--- src/design/pste_pkg.sv ---
`default_nettype none
package pste_pkg;

  // Buffer limit for one token, in stored bytes.
  localparam int TOKEN_BYTE_LIMIT = 4096;

  // Fixed widths of the channel fields.
  localparam int FIELD_W   = 12;
  localparam int BYTE_W    = 8;
  localparam int TOKENS_W  = 16;
  localparam int DEPTH_W   = 16;
  localparam int CFG_IDX_W = 2;
  localparam int CFG_DAT_W = 16;

  // Counters must hold the limit itself; kept indices stay below it.
  localparam int CNT_W  = $clog2(TOKEN_BYTE_LIMIT + 1);
  localparam int KIDX_W = $clog2(TOKEN_BYTE_LIMIT);
  localparam int CMP_W  = (CNT_W > FIELD_W) ? CNT_W : FIELD_W;
  localparam int PROD_W = CNT_W + 4;

  localparam logic [DEPTH_W-1:0]  DEPTH_MAX  = '1;
  localparam logic [TOKENS_W-1:0] TOKENS_MAX = '1;

  localparam logic [BYTE_W-1:0] CH_TAB    = 8'h09;
  localparam logic [BYTE_W-1:0] CH_LF     = 8'h0A;
  localparam logic [BYTE_W-1:0] CH_CR     = 8'h0D;
  localparam logic [BYTE_W-1:0] CH_SPACE  = 8'h20;
  localparam logic [BYTE_W-1:0] CH_DEL    = 8'h7F;
  localparam logic [BYTE_W-1:0] CH_HIGH   = 8'hC0;
  localparam logic [BYTE_W-1:0] CH_LPAREN = 8'h28;
  localparam logic [BYTE_W-1:0] CH_RPAREN = 8'h29;
  localparam logic [BYTE_W-1:0] CH_BSLASH = 8'h5C;

  localparam logic [FIELD_W-1:0]  RST_MIN_CLEAN  = 12'd4;
  localparam logic [FIELD_W-1:0]  RST_MAX_CLEAN  = 12'd600;
  localparam logic [FIELD_W-1:0]  RST_MIN_TEXT   = 12'd3;
  localparam logic [TOKENS_W-1:0] RST_MAX_TOKENS = 16'd2000;

  typedef enum logic {
    OP_DATA = 1'b0,
    OP_END  = 1'b1
  } op_t;

  typedef enum logic {
    KIND_CHAR    = 1'b0,
    KIND_VERDICT = 1'b1
  } kind_t;

  typedef enum logic [CFG_IDX_W-1:0] {
    CFG_MIN_CLEAN  = 2'd0,
    CFG_MAX_CLEAN  = 2'd1,
    CFG_MIN_TEXT   = 2'd2,
    CFG_MAX_TOKENS = 2'd3
  } cfg_reg_t;

  typedef struct packed {
    logic [FIELD_W-1:0]  min_clean_bytes;
    logic [FIELD_W-1:0]  max_clean_bytes;
    logic [FIELD_W-1:0]  min_text_chars;
    logic [TOKENS_W-1:0] max_tokens;
  } cfg_t;

  typedef struct packed {
    logic               in_string;
    logic               escape_pending;
    logic               seen_nonblank;
    logic [DEPTH_W-1:0] nest_depth;
    logic [CNT_W-1:0]   raw_count;
    logic [CNT_W-1:0]   printable_count;
    logic [CNT_W-1:0]   kept_count;
    logic [KIDX_W-1:0]  first_nonblank;
    logic [KIDX_W-1:0]  last_nonblank;
  } scan_t;

  typedef struct packed {
    kind_t              kind;
    logic [BYTE_W-1:0]  char_value;
    logic [FIELD_W-1:0] char_index;
    logic               kept;
    logic [FIELD_W-1:0] kept_index;
    logic               accepted;
    logic [FIELD_W-1:0] trim_first;
    logic [FIELD_W-1:0] text_len;
  } result_t;

endpackage
`default_nettype wire

--- src/design/pste_if.sv ---
`default_nettype none
interface pste_in_if import pste_pkg::*; ();
  logic                valid;
  logic                ready;
  logic                op;
  logic [BYTE_W-1:0]   data_byte;

  modport source (output valid, output op, output data_byte, input ready);
  modport sink   (input valid, input op, input data_byte, output ready);
endinterface

interface pste_out_if import pste_pkg::*; ();
  logic                valid;
  logic                ready;
  logic                kind;
  logic [BYTE_W-1:0]   char_value;
  logic [FIELD_W-1:0]  char_index;
  logic                kept;
  logic [FIELD_W-1:0]  kept_index;
  logic                accepted;
  logic [FIELD_W-1:0]  trim_first;
  logic [FIELD_W-1:0]  text_len;

  modport source (output valid, output kind, output char_value, output char_index,
                  output kept, output kept_index, output accepted, output trim_first,
                  output text_len, input ready);
  modport sink   (input valid, input kind, input char_value, input char_index,
                  input kept, input kept_index, input accepted, input trim_first,
                  input text_len, output ready);
endinterface

interface pste_cfg_if import pste_pkg::*; ();
  logic                 valid;
  logic                 ready;
  logic [CFG_IDX_W-1:0] index;
  logic [CFG_DAT_W-1:0] data;

  modport source (output valid, output index, output data, input ready);
  modport sink   (input valid, input index, input data, output ready);
endinterface
`default_nettype wire

--- src/design/pste_cfg_regs.sv ---
`default_nettype none
module pste_cfg_regs import pste_pkg::*; (
  input  wire logic   clk,
  input  wire logic   rst_n,
  pste_cfg_if.sink    cfg_if,
  output cfg_t        cfg
);

  cfg_t cfg_r;
  cfg_t cfg_nxt;

  assign cfg_if.ready = 1'b1;
  assign cfg = cfg_r;

  always_comb begin
    cfg_nxt = cfg_r;
    if (cfg_if.valid) begin
      case (cfg_reg_t'(cfg_if.index))
        CFG_MIN_CLEAN:  cfg_nxt.min_clean_bytes = cfg_if.data[FIELD_W-1:0];
        CFG_MAX_CLEAN:  cfg_nxt.max_clean_bytes = cfg_if.data[FIELD_W-1:0];
        CFG_MIN_TEXT:   cfg_nxt.min_text_chars  = cfg_if.data[FIELD_W-1:0];
        CFG_MAX_TOKENS: cfg_nxt.max_tokens      = cfg_if.data[TOKENS_W-1:0];
        default:        cfg_nxt = cfg_r;
      endcase
    end
  end

  always_ff @(posedge clk) begin
    if (!rst_n) begin
      cfg_r.min_clean_bytes <= RST_MIN_CLEAN;
      cfg_r.max_clean_bytes <= RST_MAX_CLEAN;
      cfg_r.min_text_chars  <= RST_MIN_TEXT;
      cfg_r.max_tokens      <= RST_MAX_TOKENS;
    end else begin
      cfg_r <= cfg_nxt;
    end
  end

endmodule
`default_nettype wire

--- src/design/pste_scanner.sv ---
`default_nettype none
module pste_scanner import pste_pkg::*; (
  input  wire logic              clk,
  input  wire logic              rst_n,
  input  wire logic              fire,
  input  wire logic              op,
  input  wire logic [BYTE_W-1:0] data_byte,
  input  wire cfg_t              cfg,
  output logic                   res_valid,
  output result_t                res
);

  scan_t               scan_r;
  scan_t               scan_nxt;
  logic [TOKENS_W-1:0] tokens_r;
  logic [TOKENS_W-1:0] tokens_nxt;

  logic               printable;
  logic               keep;
  logic               nonblank;
  logic               room;
  logic               do_store;
  logic               do_close;
  logic               do_abort;
  logic [CNT_W-1:0]   tl;
  logic [CMP_W-1:0]   raw_cmp;
  logic [PROD_W-1:0]  prt_x10;
  logic [PROD_W-1:0]  raw_x7;
  logic               acc;
  logic [KIDX_W-1:0]  kidx;

  localparam scan_t SCAN_CLEAR = '0;

  always_comb begin
    printable = (data_byte == CH_TAB) || (data_byte == CH_LF) || (data_byte == CH_CR) ||
                ((data_byte >= CH_SPACE) && (data_byte < CH_DEL)) || (data_byte >= CH_HIGH);
    keep      = !((data_byte == CH_CR) || (data_byte < CH_TAB) ||
                  ((data_byte > CH_CR) && (data_byte < CH_SPACE)));
    nonblank  = (data_byte != CH_SPACE) && (data_byte != CH_TAB);
    room      = scan_r.raw_count < CNT_W'(TOKEN_BYTE_LIMIT);
    kidx      = KIDX_W'(scan_r.kept_count);

    // Verdict terms from the state as it stands before this word.
    tl      = scan_r.seen_nonblank ?
              (CNT_W'(scan_r.last_nonblank) - CNT_W'(scan_r.first_nonblank) + CNT_W'(1)) :
              '0;
    raw_cmp = CMP_W'(scan_r.raw_count);
    prt_x10 = PROD_W'(scan_r.printable_count) * PROD_W'(10);
    raw_x7  = PROD_W'(scan_r.raw_count) * PROD_W'(7);
    acc     = (raw_cmp >= CMP_W'(cfg.min_clean_bytes)) &&
              (raw_cmp <= CMP_W'(cfg.max_clean_bytes)) &&
              (prt_x10 >= raw_x7) &&
              (CMP_W'(tl) >= CMP_W'(cfg.min_text_chars));

    scan_nxt   = scan_r;
    tokens_nxt = tokens_r;
    do_store   = 1'b0;
    do_close   = 1'b0;
    do_abort   = 1'b0;

    if (op == OP_END) begin
      scan_nxt   = SCAN_CLEAR;
      tokens_nxt = '0;
    end else if (tokens_r >= cfg.max_tokens) begin
      scan_nxt = scan_r;
    end else if (!scan_r.in_string) begin
      if (data_byte == CH_LPAREN) begin
        scan_nxt            = SCAN_CLEAR;
        scan_nxt.in_string  = 1'b1;
        scan_nxt.nest_depth = DEPTH_W'(1);
      end
    end else if (scan_r.escape_pending) begin
      scan_nxt.escape_pending = 1'b0;
      do_store = room;
    end else if (data_byte == CH_BSLASH) begin
      scan_nxt.escape_pending = 1'b1;
    end else if (data_byte == CH_LPAREN) begin
      if (scan_r.nest_depth != DEPTH_MAX) begin
        scan_nxt.nest_depth = scan_r.nest_depth + DEPTH_W'(1);
      end
      do_store = room;
    end else if (data_byte == CH_RPAREN) begin
      if (scan_r.nest_depth == DEPTH_W'(1)) begin
        do_close = 1'b1;
      end else begin
        scan_nxt.nest_depth = scan_r.nest_depth - DEPTH_W'(1);
        do_store = room;
      end
    end else if (room) begin
      do_store = 1'b1;
    end else begin
      do_abort = 1'b1;
    end

    res_valid = do_store || do_close || do_abort;
    res       = '0;
    res.kind  = KIND_CHAR;

    if (do_store) begin
      scan_nxt.raw_count = scan_r.raw_count + CNT_W'(1);
      if (printable) begin
        scan_nxt.printable_count = scan_r.printable_count + CNT_W'(1);
      end
      if (keep) begin
        scan_nxt.kept_count = scan_r.kept_count + CNT_W'(1);
        if (nonblank) begin
          if (!scan_r.seen_nonblank) begin
            scan_nxt.first_nonblank = kidx;
            scan_nxt.seen_nonblank  = 1'b1;
          end
          scan_nxt.last_nonblank = kidx;
        end
      end
      res.char_value = data_byte;
      res.char_index = FIELD_W'(scan_r.raw_count);
      res.kept       = keep;
      res.kept_index = keep ? FIELD_W'(kidx) : '0;
    end

    if (do_close) begin
      if (acc && (tokens_r != TOKENS_MAX)) begin
        tokens_nxt = tokens_r + TOKENS_W'(1);
      end
      scan_nxt       = SCAN_CLEAR;
      res.kind       = KIND_VERDICT;
      res.accepted   = acc;
      res.trim_first = scan_r.seen_nonblank ? FIELD_W'(scan_r.first_nonblank) : '0;
      res.text_len   = FIELD_W'(tl);
    end

    if (do_abort) begin
      scan_nxt = SCAN_CLEAR;
      res.kind = KIND_VERDICT;
    end
  end

  always_ff @(posedge clk) begin
    if (!rst_n) begin
      scan_r   <= SCAN_CLEAR;
      tokens_r <= '0;
    end else if (fire) begin
      scan_r   <= scan_nxt;
      tokens_r <= tokens_nxt;
    end
  end

endmodule
`default_nettype wire

--- src/design/paren_string_text_extractor.sv ---
`default_nettype none
// Scans a document byte stream for parenthesized literal strings and reports every stored
// byte of an open token as a character word, then one verdict word when the outermost
// close paren arrives or the token overruns its 4096-byte buffer. Words enter an input
// register, the scanner state and the result are worked out combinationally, and the result
// lands in an output register, so one byte is taken every clock while the output is not
// stalled. A byte passes through the input register and then the output register before its
// result is valid at the output. A result waiting at the output holds the next byte in the
// input register, and the input then stalls until that result is taken. Bytes that cause
// no result (delimiters, escapes, bytes outside a string) produce no output word.
// Configuration writes are taken at any time and should be made while the block is idle.
module paren_string_text_extractor import pste_pkg::*; (
  input  wire logic  clk,
  input  wire logic  rst_n,
  pste_in_if.sink    in_if,
  pste_out_if.source out_if,
  pste_cfg_if.sink   cfg_if
);

  cfg_t              cfg;
  logic              in_valid_r;
  logic              in_valid_nxt;
  logic              in_op_r;
  logic [BYTE_W-1:0] in_byte_r;
  logic              out_valid_r;
  logic              out_valid_nxt;
  result_t           out_res_r;
  logic              fire;
  logic              in_take;
  logic              res_valid;
  result_t           res;

  pste_cfg_regs u_cfg (
    .clk    (clk),
    .rst_n  (rst_n),
    .cfg_if (cfg_if),
    .cfg    (cfg)
  );

  pste_scanner u_scan (
    .clk       (clk),
    .rst_n     (rst_n),
    .fire      (fire),
    .op        (in_op_r),
    .data_byte (in_byte_r),
    .cfg       (cfg),
    .res_valid (res_valid),
    .res       (res)
  );

  // The held word is processed once the output register has room for its result.
  assign fire        = in_valid_r && (!out_valid_r || out_if.ready);
  assign in_if.ready = !in_valid_r || fire;
  assign in_take     = in_if.valid && in_if.ready;

  always_comb begin
    in_valid_nxt = in_take ? 1'b1 : (fire ? 1'b0 : in_valid_r);
    if (fire) begin
      out_valid_nxt = res_valid;
    end else if (out_if.ready) begin
      out_valid_nxt = 1'b0;
    end else begin
      out_valid_nxt = out_valid_r;
    end
  end

  always_ff @(posedge clk) begin
    if (!rst_n) begin
      in_valid_r  <= 1'b0;
      out_valid_r <= 1'b0;
    end else begin
      in_valid_r  <= in_valid_nxt;
      out_valid_r <= out_valid_nxt;
    end
  end

  always_ff @(posedge clk) begin
    if (in_take) begin
      in_op_r   <= in_if.op;
      in_byte_r <= in_if.data_byte;
    end
    if (fire && res_valid) begin
      out_res_r <= res;
    end
  end

  assign out_if.valid      = out_valid_r;
  assign out_if.kind       = out_res_r.kind;
  assign out_if.char_value = out_res_r.char_value;
  assign out_if.char_index = out_res_r.char_index;
  assign out_if.kept       = out_res_r.kept;
  assign out_if.kept_index = out_res_r.kept_index;
  assign out_if.accepted   = out_res_r.accepted;
  assign out_if.trim_first = out_res_r.trim_first;
  assign out_if.text_len   = out_res_r.text_len;

endmodule
`default_nettype wire

--- src/flat_wrapper.sv ---
// flat-port wrapper written by rule: the top's interface ports become plain ports
module paren_string_text_extractor_flat import pste_pkg::*;
  (clk, rst_n, in_if_valid, in_if_op, in_if_data_byte, in_if_ready, out_if_valid, out_if_kind, out_if_char_value, out_if_char_index, out_if_kept, out_if_kept_index, out_if_accepted, out_if_trim_first, out_if_text_len, out_if_ready, cfg_if_valid, cfg_if_index, cfg_if_data, cfg_if_ready);
  pste_in_if in_if_i ();
  pste_out_if out_if_i ();
  pste_cfg_if cfg_if_i ();
  input  wire logic clk;
  input  wire logic rst_n;
  input wire logic [$bits(in_if_i.valid)-1:0] in_if_valid;
  input wire logic [$bits(in_if_i.op)-1:0] in_if_op;
  input wire logic [$bits(in_if_i.data_byte)-1:0] in_if_data_byte;
  output wire logic [$bits(in_if_i.ready)-1:0] in_if_ready;
  output wire logic [$bits(out_if_i.valid)-1:0] out_if_valid;
  output wire logic [$bits(out_if_i.kind)-1:0] out_if_kind;
  output wire logic [$bits(out_if_i.char_value)-1:0] out_if_char_value;
  output wire logic [$bits(out_if_i.char_index)-1:0] out_if_char_index;
  output wire logic [$bits(out_if_i.kept)-1:0] out_if_kept;
  output wire logic [$bits(out_if_i.kept_index)-1:0] out_if_kept_index;
  output wire logic [$bits(out_if_i.accepted)-1:0] out_if_accepted;
  output wire logic [$bits(out_if_i.trim_first)-1:0] out_if_trim_first;
  output wire logic [$bits(out_if_i.text_len)-1:0] out_if_text_len;
  input wire logic [$bits(out_if_i.ready)-1:0] out_if_ready;
  input wire logic [$bits(cfg_if_i.valid)-1:0] cfg_if_valid;
  input wire logic [$bits(cfg_if_i.index)-1:0] cfg_if_index;
  input wire logic [$bits(cfg_if_i.data)-1:0] cfg_if_data;
  output wire logic [$bits(cfg_if_i.ready)-1:0] cfg_if_ready;
  assign in_if_i.valid = in_if_valid;
  assign in_if_i.op = in_if_op;
  assign in_if_i.data_byte = in_if_data_byte;
  assign in_if_ready = in_if_i.ready;
  assign out_if_valid = out_if_i.valid;
  assign out_if_kind = out_if_i.kind;
  assign out_if_char_value = out_if_i.char_value;
  assign out_if_char_index = out_if_i.char_index;
  assign out_if_kept = out_if_i.kept;
  assign out_if_kept_index = out_if_i.kept_index;
  assign out_if_accepted = out_if_i.accepted;
  assign out_if_trim_first = out_if_i.trim_first;
  assign out_if_text_len = out_if_i.text_len;
  assign out_if_i.ready = out_if_ready;
  assign cfg_if_i.valid = cfg_if_valid;
  assign cfg_if_i.index = cfg_if_index;
  assign cfg_if_i.data = cfg_if_data;
  assign cfg_if_ready = cfg_if_i.ready;
  paren_string_text_extractor u_core (.clk(clk), .rst_n(rst_n), .in_if(in_if_i), .out_if(out_if_i), .cfg_if(cfg_if_i));
endmodule
--- config.mk ---
export PLATFORM = sky130hd
export DESIGN_NAME = paren_string_text_extractor_flat
export DESIGN_NICKNAME = d
export VERILOG_FILES = /design/src/design/pste_pkg.sv /design/src/design/pste_if.sv /design/src/design/pste_cfg_regs.sv /design/src/design/pste_scanner.sv /design/src/design/paren_string_text_extractor.sv /design/src/flat_wrapper.sv
export SDC_FILE = /design/constraint.sdc
export NUM_CORES = 1
export LEC_CHECK = 0
export BUFFER_PORTS_ARGS = -buffer_cell sky130_fd_sc_hd__clkbuf_2
export CORE_MARGIN = 4
export CORE_UTILIZATION = 29
export CTS_BUF_LIST = sky130_fd_sc_hd__clkbuf_4
export CTS_CLUSTER_SIZE = 25
export DETAILED_ROUTE_END_ITERATION = 10
export GPL_TIMING_DRIVEN = 0
export SYNTH_ARGS = -nofsm -noshare
export SYNTH_HDL_FRONTEND = slang
export SYNTH_HIERARCHICAL = 1
export SYNTH_SLANG_ARGS = --single-unit
--- constraint.sdc ---
create_clock -name clk -period 14 [get_ports clk]
set_input_delay 0 -clock clk [delete_from_list [all_inputs] [get_ports clk]]
set_output_delay 0 -clock clk [all_outputs]
set_load 0.005 [all_outputs]
==> run metrics, run 1 <==
Tmin final 5.13 ns; setup bufs post-CTS 0; WHS just under 0.1 ns; WL per Instance between 15 and 20 um; Crit Path Class reg -> reg; Die H roughly 230 um; R2R cell count 18; Max Clock Skew just over 0.09 ns; HP Class in -> reg; P_leak just over 7 nW; post-route non-filler standard cell count 2380; synth unique cells a little over 90; CP Depth 18; first-pass GRT wire length approximately 64 mm; Iter 0 DRT Violations a little over 900; hold path cells 4; asr flop ratio synth 0%; synthesis-stage register bit count around 220; antenna viol nets, final 0; Max Slew Vio Count 0; Post-synth EDFFs 68; Clock Root Buffer clkbuf_4; gr usage total around 16%; CTS tree done; CP Launch Type flip-flop; Fmax about 190 MHz; most used cell, CP o21ai_0; Worst-path clk slew 0.06 ns; cts hold-fix bufs 68; max incr delay on CP 0.70 ns; crit-path max FO 10; Port Buf Inserts 92; Power Density around 80 nW/um2; worst slew pin tran roughly 1.2 ns; worst path arrival time slightly below 6 ns; RSZ-0062 raised after global routing false; final setup TNS 0 ns; fin crit share ~37%; final setup vio count 0; share of layout cells above drive strength 1 between 10% and 20%; delay-heaviest family, CP compound AO/OA/AOI/OAI gates; Hold Fails Final Rpt 0; CTS resizes 0; Nets about 1900; Seq/Total Area, Yosys 36.6%; Longest Clk Path Bufs 3; CP endpoint kind flip-flop; drt first pass iters 8; WP buf/inv 1; antenna violations before repair 1; maxcap violations 0; core area about 47000 um2; CP Data Required Time between 10 and 15 ns; clk_lat worst skew about 0.81 ns; GR Overflow Total 0; syn_nets between 1500 and 2000; slowest CP cell dfxtp_1; largest net degree at the start of global routing 38; Mapped Cells about 1500; number of CTS-inserted buffers roughly 60; vias in the first global route roughly 12000; HPWL Detailed just over 30 mm; outcome finished clean; FILL cells approximately 4900; Max-slew headroom 18.7%; DP Cell Count between 2000 and 2500; aggregate routed wire length 40.8 mm; Peak VDD IR 0.0483 mV; Core Rows just under 80; # clock sinks 219; synth warn 6; Mapped Area approximately 14000 um2; Via density just over 5; Reg2Reg Setup Slack between 8 and 9 ns; cell-by-cell trace of the critical path fa_1 > ha_1 > nor2b_1 > o21ai_0 > a21boi_0 > o21ai_0 > a21oi_1 > a41o_1 > o41ai_1 > xor2_1 > ha_1 > a211oi_1 > nand3_1 > o21ai_0 > a221oi_4 > a211o_4 > buf_6 > o22ai_1; starting density of the core ~30%; Die ar. a little over 50000 um2; I/O Pins 94; CTS H-tree lvls 2; via count between 10000 and 15000; top_reg_cell synth dfxtp_1; Die X between 200 and 250 um; GP Congestion about 0.9; mean post-synth cell area 9.26 um2; P&R area growth vs syn 19.7%; DRC 0
==> report_power, final <==
group / total, mW / switching (mW) / internal [mW]
registers: 0.665 / 0.00676 / 0.658
logic: 0.0849 / 0.0491 / 0.0358
clock network: 0.594 / 0.288 / 0.307
total: 1.34 / 0.343 / 1.00
==> synth_stat cells (5+ instances only) <==
cell type	n	share of area, %
a22o_1	33	2.1
clkbuf_1	37	1.0
buf_2	21	0.76
nand3b_1	7	0.38
nor2_1	75	2.0
o211ai_1	28	1.5
mux2i_1	47	3.4
o31ai_1	11	0.60
nor3_1	39	1.4
nand3_1	46	1.7
edfxtp_1	68	15
and2_1	36	1.6
xnor2_1	17	1.1
a211oi_1	7	0.38
or3_1	6	0.27
o21ai_0	57	2.1
and3_1	57	2.6
nor3b_1	6	0.33
a31o_2	9	0.57
a21o_1	31	1.7
o21a_1	16	0.87
o21ai_1	15	0.54
o22ai_1	5	0.23
nand2b_1	11	0.50
ha_1	143	13
fa_1	15	2.2
a31oi_1	14	0.63
nor2b_1	18	0.81
a21oi_1	59	2.1
dfxtp_1	151	22
nand2_1	121	3.3
o21bai_1	8	0.43
nor4_1	11	0.50
o311ai_0	6	0.38
nand4_1	27	1.2
inv_1	124	3.4
xor2_1	11	0.70
==> state kept, by name (all words and copies together), names as in the netlist, 8 cells and up <==
name,count
u_core/u_scan/raw_cmp,13
u_core/out_if.char_value,8
u_core/out_if.trim_first,12
u_core/u_scan/kidx,12
u_core/out_if.text_len,12
u_core/out_if.kept_index,12
u_core/u_scan/tokens_r,16
u_core/in_byte_r,8
u_core/u_cfg/cfg,52
u_core/out_if.char_index,12
u_core/u_scan/scan_r,56
==> tightest hold or removal path: stages <==
cell           delay (ns)
dlygate4sd3_1        0.52
clkbuf_2             0.13
nor2b_1              0.06
mux2i_1              0.11
==> cell families (layout without fill, tap and decap cells) <==
kind of cell	after synthesis	count (layout)	share of synthesized area, %
AND/OR/NAND/NOR	498	498	19.4
XOR/XNOR	28	28	1.77
buffers and inverters	190	465	5.55
other	1	3	0.0271
adder cells (fa/ha/maj)	158	158	15.1
AO/OA/AOI/OAI	353	353	18.0
multiplexers	49	49	3.56
flip-flops	219	219	36.6
==> area by class of cell <==
cell class,count,area (um2),area share [%]
diodes,2,5.00,0.0302
plain buffers,64,297,1.79
clock buffers,94,706,4.25
clock inverters,20,92.6,0.558
inverters,126,473,2.85
multi-input cells,1087,8030,48.4
flip-flops and latches,219,5060,30.5
well taps,607,759,4.58
repair buffers,161,1160,7.00
==> metrics by stage <==
stage	power [mW]	setup slack, ns	utilization [%]	cell area [um2]
2_1_floorplan	0.721	9.06	-	13900
3_3_place_gp	0.747	6.86	32.2	15100
3_5_place_dp	0.748	8.84	32.2	15100
4_1_cts	1.37	8.84	35.4	16600
5_1_grt	1.41	8.47	35.4	16600
6_report	1.34	8.87	35.4	16600
==> cell usage in the layout, fill, tap and decap left out, types with 15 or more instances in the layout <==
cell type	n
o21a_1	16
nor2_1	74
a22o_1	33
clkinv_1	15
nand4_1	27
a21o_1	31
a21oi_1	59
nor2b_1	18
and3_1	57
nor3_1	39
ha_1	143
buf_2	21
nand2_1	121
clkbuf_1	37
fa_1	15
o21ai_0	57
nand3_1	46
clkbuf_4	94
mux2i_1	47
o211ai_1	28
and2_1	36
edfxtp_1	68
clkbuf_2	92
dlygate4sd3_1	68
inv_1	124
o21ai_1	15
dfxtp_1	151
xnor2_1	17
==> path summary, 6_finish.rpt <==
kind,startpoint,end
hold / removal,cfg_if_data[6],u_core/u_cfg/cfg[6]$_SDFFE_PN1P_
setup / recovery,u_core/u_scan/raw_cmp[3]$_SDFFE_PN0P_,u_core/u_scan/tokens_r[15]$_SDFFE_PN0P_
hold reg to reg,u_core/u_cfg/cfg[35]$_SDFFE_PN0P_,u_core/u_cfg/cfg[35]$_SDFFE_PN0P_
setup reg to reg,u_core/u_scan/raw_cmp[3]$_SDFFE_PN0P_,u_core/u_scan/tokens_r[15]$_SDFFE_PN0P_
==> per-layer routing <==
layer / global-route usage, % / vias to the layer above / routed length, um
met5: 0 / - / 0
li1: - / 5949 / -
met1: 21.9 / 5874 / 19200
met4: 5.30 / 0 / 1040
met3: 2.52 / 70 / 2420
met2: 24.3 / 401 / 18100
Power figures use the tool's default switching activity.
==> run 2, diff against run 1 <==
--- a/config.mk
+++ b/config.mk
@@ -5,6 +5,7 @@
 export SDC_FILE = /design/constraint.sdc
 export NUM_CORES = 1
 export LEC_CHECK = 0
+export ABC_AREA = 1
 export BUFFER_PORTS_ARGS = -buffer_cell sky130_fd_sc_hd__clkbuf_2
 export CORE_MARGIN = 4
 export CORE_UTILIZATION = 29
==> constraint.sdc (replaced) <==
create_clock -name clk -period 5.14 [get_ports clk]
set_input_delay 0 -clock clk [delete_from_list [all_inputs] [get_ports clk]]
set_output_delay 0 -clock clk [all_outputs]
set_load 0.005 [all_outputs]
==> run metrics, run 2 <==
outcome finished clean; number of CTS-inserted buffers between 60 and 70; Seq/Total Area, Yosys a little under a third; Die H roughly 240 um; synthesis-stage register bit count roughly 220; most used cell, CP nor2_1; Crit Path Class reg -> reg; Power Density approximately 220 nW/um2; DRC 0; Longest Clk Path Bufs 3; top cells by area, synth dfxtp_1, nand2_1, edfxtp_1, ha_1, nor2_1; synth cell count leaders nand2_1, nor2_1, inv_1, nand3_1, dfxtp_1; Die X roughly 240 um; RSZ-0062 raised after global routing false; GP Congestion about 0.92; asr flop ratio synth 0%; delay-heaviest family, CP simple AND/OR/NAND/NOR gates; design area 18800 um2; most frequent cells in the layout nand2_1, nor2_1, inv_1; synth unique cells 50; WL per Instance between 10 and 15 um; clk_lat worst skew about 0.8 ns; final setup vio count 0; Mapped Area about 16000 um2; worst slew pin tran approximately 0.80 ns; DP Cell Count 3081; core area between 50000 and 60000 um2; drt first pass iters 8; P&R area growth vs syn 18.5%; Worst-path clk slew around 0.060 ns; Max Clock Skew around 0.066 ns; final setup TNS 0 ns; antenna violations before repair 2; CP Launch Type flip-flop; P_leak between 8 and 9 nW; largest net degree at the start of global routing 29; slowest CP cell fa_1; crit-path max FO 9; vias in the first global route around 14000; Reg2Reg Setup Slack ~0.55 ns; WP buf/inv 1; Tmin final 4.59 ns; fin crit share roughly nine tenths; I/O Pins 94; maxcap violations 0; cell-by-cell trace of the critical path fa_1 > ha_1 > inv_1 > fa_1 > o21ai_1 > a21oi_1 > o21ai_0 > a21oi_1 > nor2_1 > nor2_1 > xor2_1 > ha_1 > nand2_1 > nor4_1 > nand3_1 > o21ai_0 > nor2_1 > nand2_2 > nand3_2 > nand2_1 > nor2_1 > nor2_1 > nor2_1; Nets approximately 2700; Max Slew Vio Count 0; syn_nets approximately 2500; gr usage total between 15 and 20%; final cell utilization of the core 34.9%; starting density of the core 29.4%; Peak VDD IR ~0.12 mV; post-route non-filler standard cell count 3267; max incr delay on CP ~0.55 ns; HPWL Detailed between 30 and 40 mm; post-synth top area share 19.0%; aggregate routed wire length ~48 mm; # clock sinks roughly 220; share of layout cells above drive strength 1 a little under an eighth; mean post-synth cell area 6.94 um2; top_reg_cell synth dfxtp_1; Hold Fails Final Rpt 0; HP Class in -> reg; first-pass GRT wire length 76.2 mm; Placement Cell Area between 15000 and 20000 um2; Post-synth EDFFs between 60 and 70; CTS H-tree lvls 3; Iter 0 DRT Violations about 1300; Clock Root Buffer clkbuf_4; Max-slew headroom a little under half; via count between 15000 and 20000; antenna viol nets, final 0; Port Buf Inserts 91; Via density approximately 4.8; synth warn 6; dominant cell type by area after synthesis dfxtp_1; commonest non-fill, non-tap cell in the layout nand2_1; most common cell in the netlist nand2_1; Fmax approximately 220 MHz; CP endpoint kind flip-flop; CTS tree done; Mapped Cells about 2300; worst path arrival time ~5.2 ns; CP Data Required Time about 5.8 ns; Core Rows between 80 and 90; total power between 4 and 5 mW; max reg flops between 50 and 60; Die ar. between 50000 and 60000 um2; Reg with most FFs u_core/u_scan/scan_r; GR Overflow Total 0
## run 2: cells by family (layout without fill, tap and decap cells)
| logic type | count (synthesis) | in the layout | share of synthesized area [%] |
|---|---|---|---|
| AOI/OAI and AO/OA | 236 | 236 | 7.84 |
| DFF | 219 | 219 | 31.9 |
| other | 1 | 2 | 0.0236 |
| adders and majority gates | 158 | 158 | 13.1 |
| and+or+nand+nor | 1208 | 1208 | 33.2 |
| buffers and inverters | 398 | 676 | 9.95 |
| xor gates and xnor gates | 72 | 72 | 3.97 |
## run 2: worst paths after layout
check / from / end / cells past startpoint
setup / recovery: u_core/u_scan/raw_cmp[2]$_SDFFE_PN0P_ / u_core/u_scan/tokens_r[13]$_SDFFE_PN0P_ / 23
hold / removal: cfg_if_data[4] / u_core/u_cfg/cfg[4]$_SDFFE_PN1P_ / 4
setup reg to reg: u_core/u_scan/raw_cmp[2]$_SDFFE_PN0P_ / u_core/u_scan/tokens_r[13]$_SDFFE_PN0P_ / 23
hold reg to reg: u_core/u_scan/scan_r[16]$_SDFFE_PN0P_ / u_core/u_scan/scan_r[16]$_SDFFE_PN0P_ / 2
## run 2: per-stage QoR
stage | setup WS [ns] | hold WS [ns]
2_1_floorplan | 0.405 | 0.0976
3_3_place_gp | -1.87 | 0.177
3_5_place_dp | 0.213 | 0.180
4_1_cts | 0.208 | 0.0400
5_1_grt | 0.112 | 0.123
6_report | 0.548 | 0.118
## run 2: area by class of cell
type / count / area, um2
Antenna cell: 1 / 2.50
Buffer: 91 / 429
Clock buffer: 94 / 706
Clock inverter: 20 / 129
Fill cell: 5792 / 35200
Inverter: 307 / 1150
Multi-Input combinational cell: 1675 / 9270
Sequential cell: 219 / 5060
Tap cell: 696 / 871
Timing Repair Buffer: 164 / 1210
## run 2: what timing repair did
action	CTS	global route
hold buffers	71	0
gates resized for setup	0	3
endpoints found under the hold margin	102	0
endpoints found under the setup margin	0	16
setup buffers	0	0
## run 2: metal layers
| metal | vias to the layer above | GRT usage, % | wire (um) |
|---|---|---|---|
| met5 | - | 0 | 0 |
| li1 | 7904 | - | - |
| met2 | 492 | 25.0 | 21300 |
| met4 | 0 | 5.22 | 1240 |
| met1 | 7044 | 22.1 | 22200 |
| met3 | 94 | 2.84 | 3010 |
## run 2: where the power goes
| part | total [mW] | internal [mW] | switching [mW] |
|---|---|---|---|
| sequential | 1.87 | 1.82 | 0.0563 |
| combinational | 0.582 | 0.211 | 0.372 |
| clock | 1.74 | 0.938 | 0.802 |
| total | 4.20 | 2.96 | 1.23 |
## run 2: worst reg2reg max path: cells and delay by family, from the launching register on
kind	cells	cell delay, ns
compound gates	5	0.88
flops	1	0.47
simple gates	12	1.50
buf+inv	1	0.06
fa+ha+maj	4	1.42
xor+xnor	1	0.16
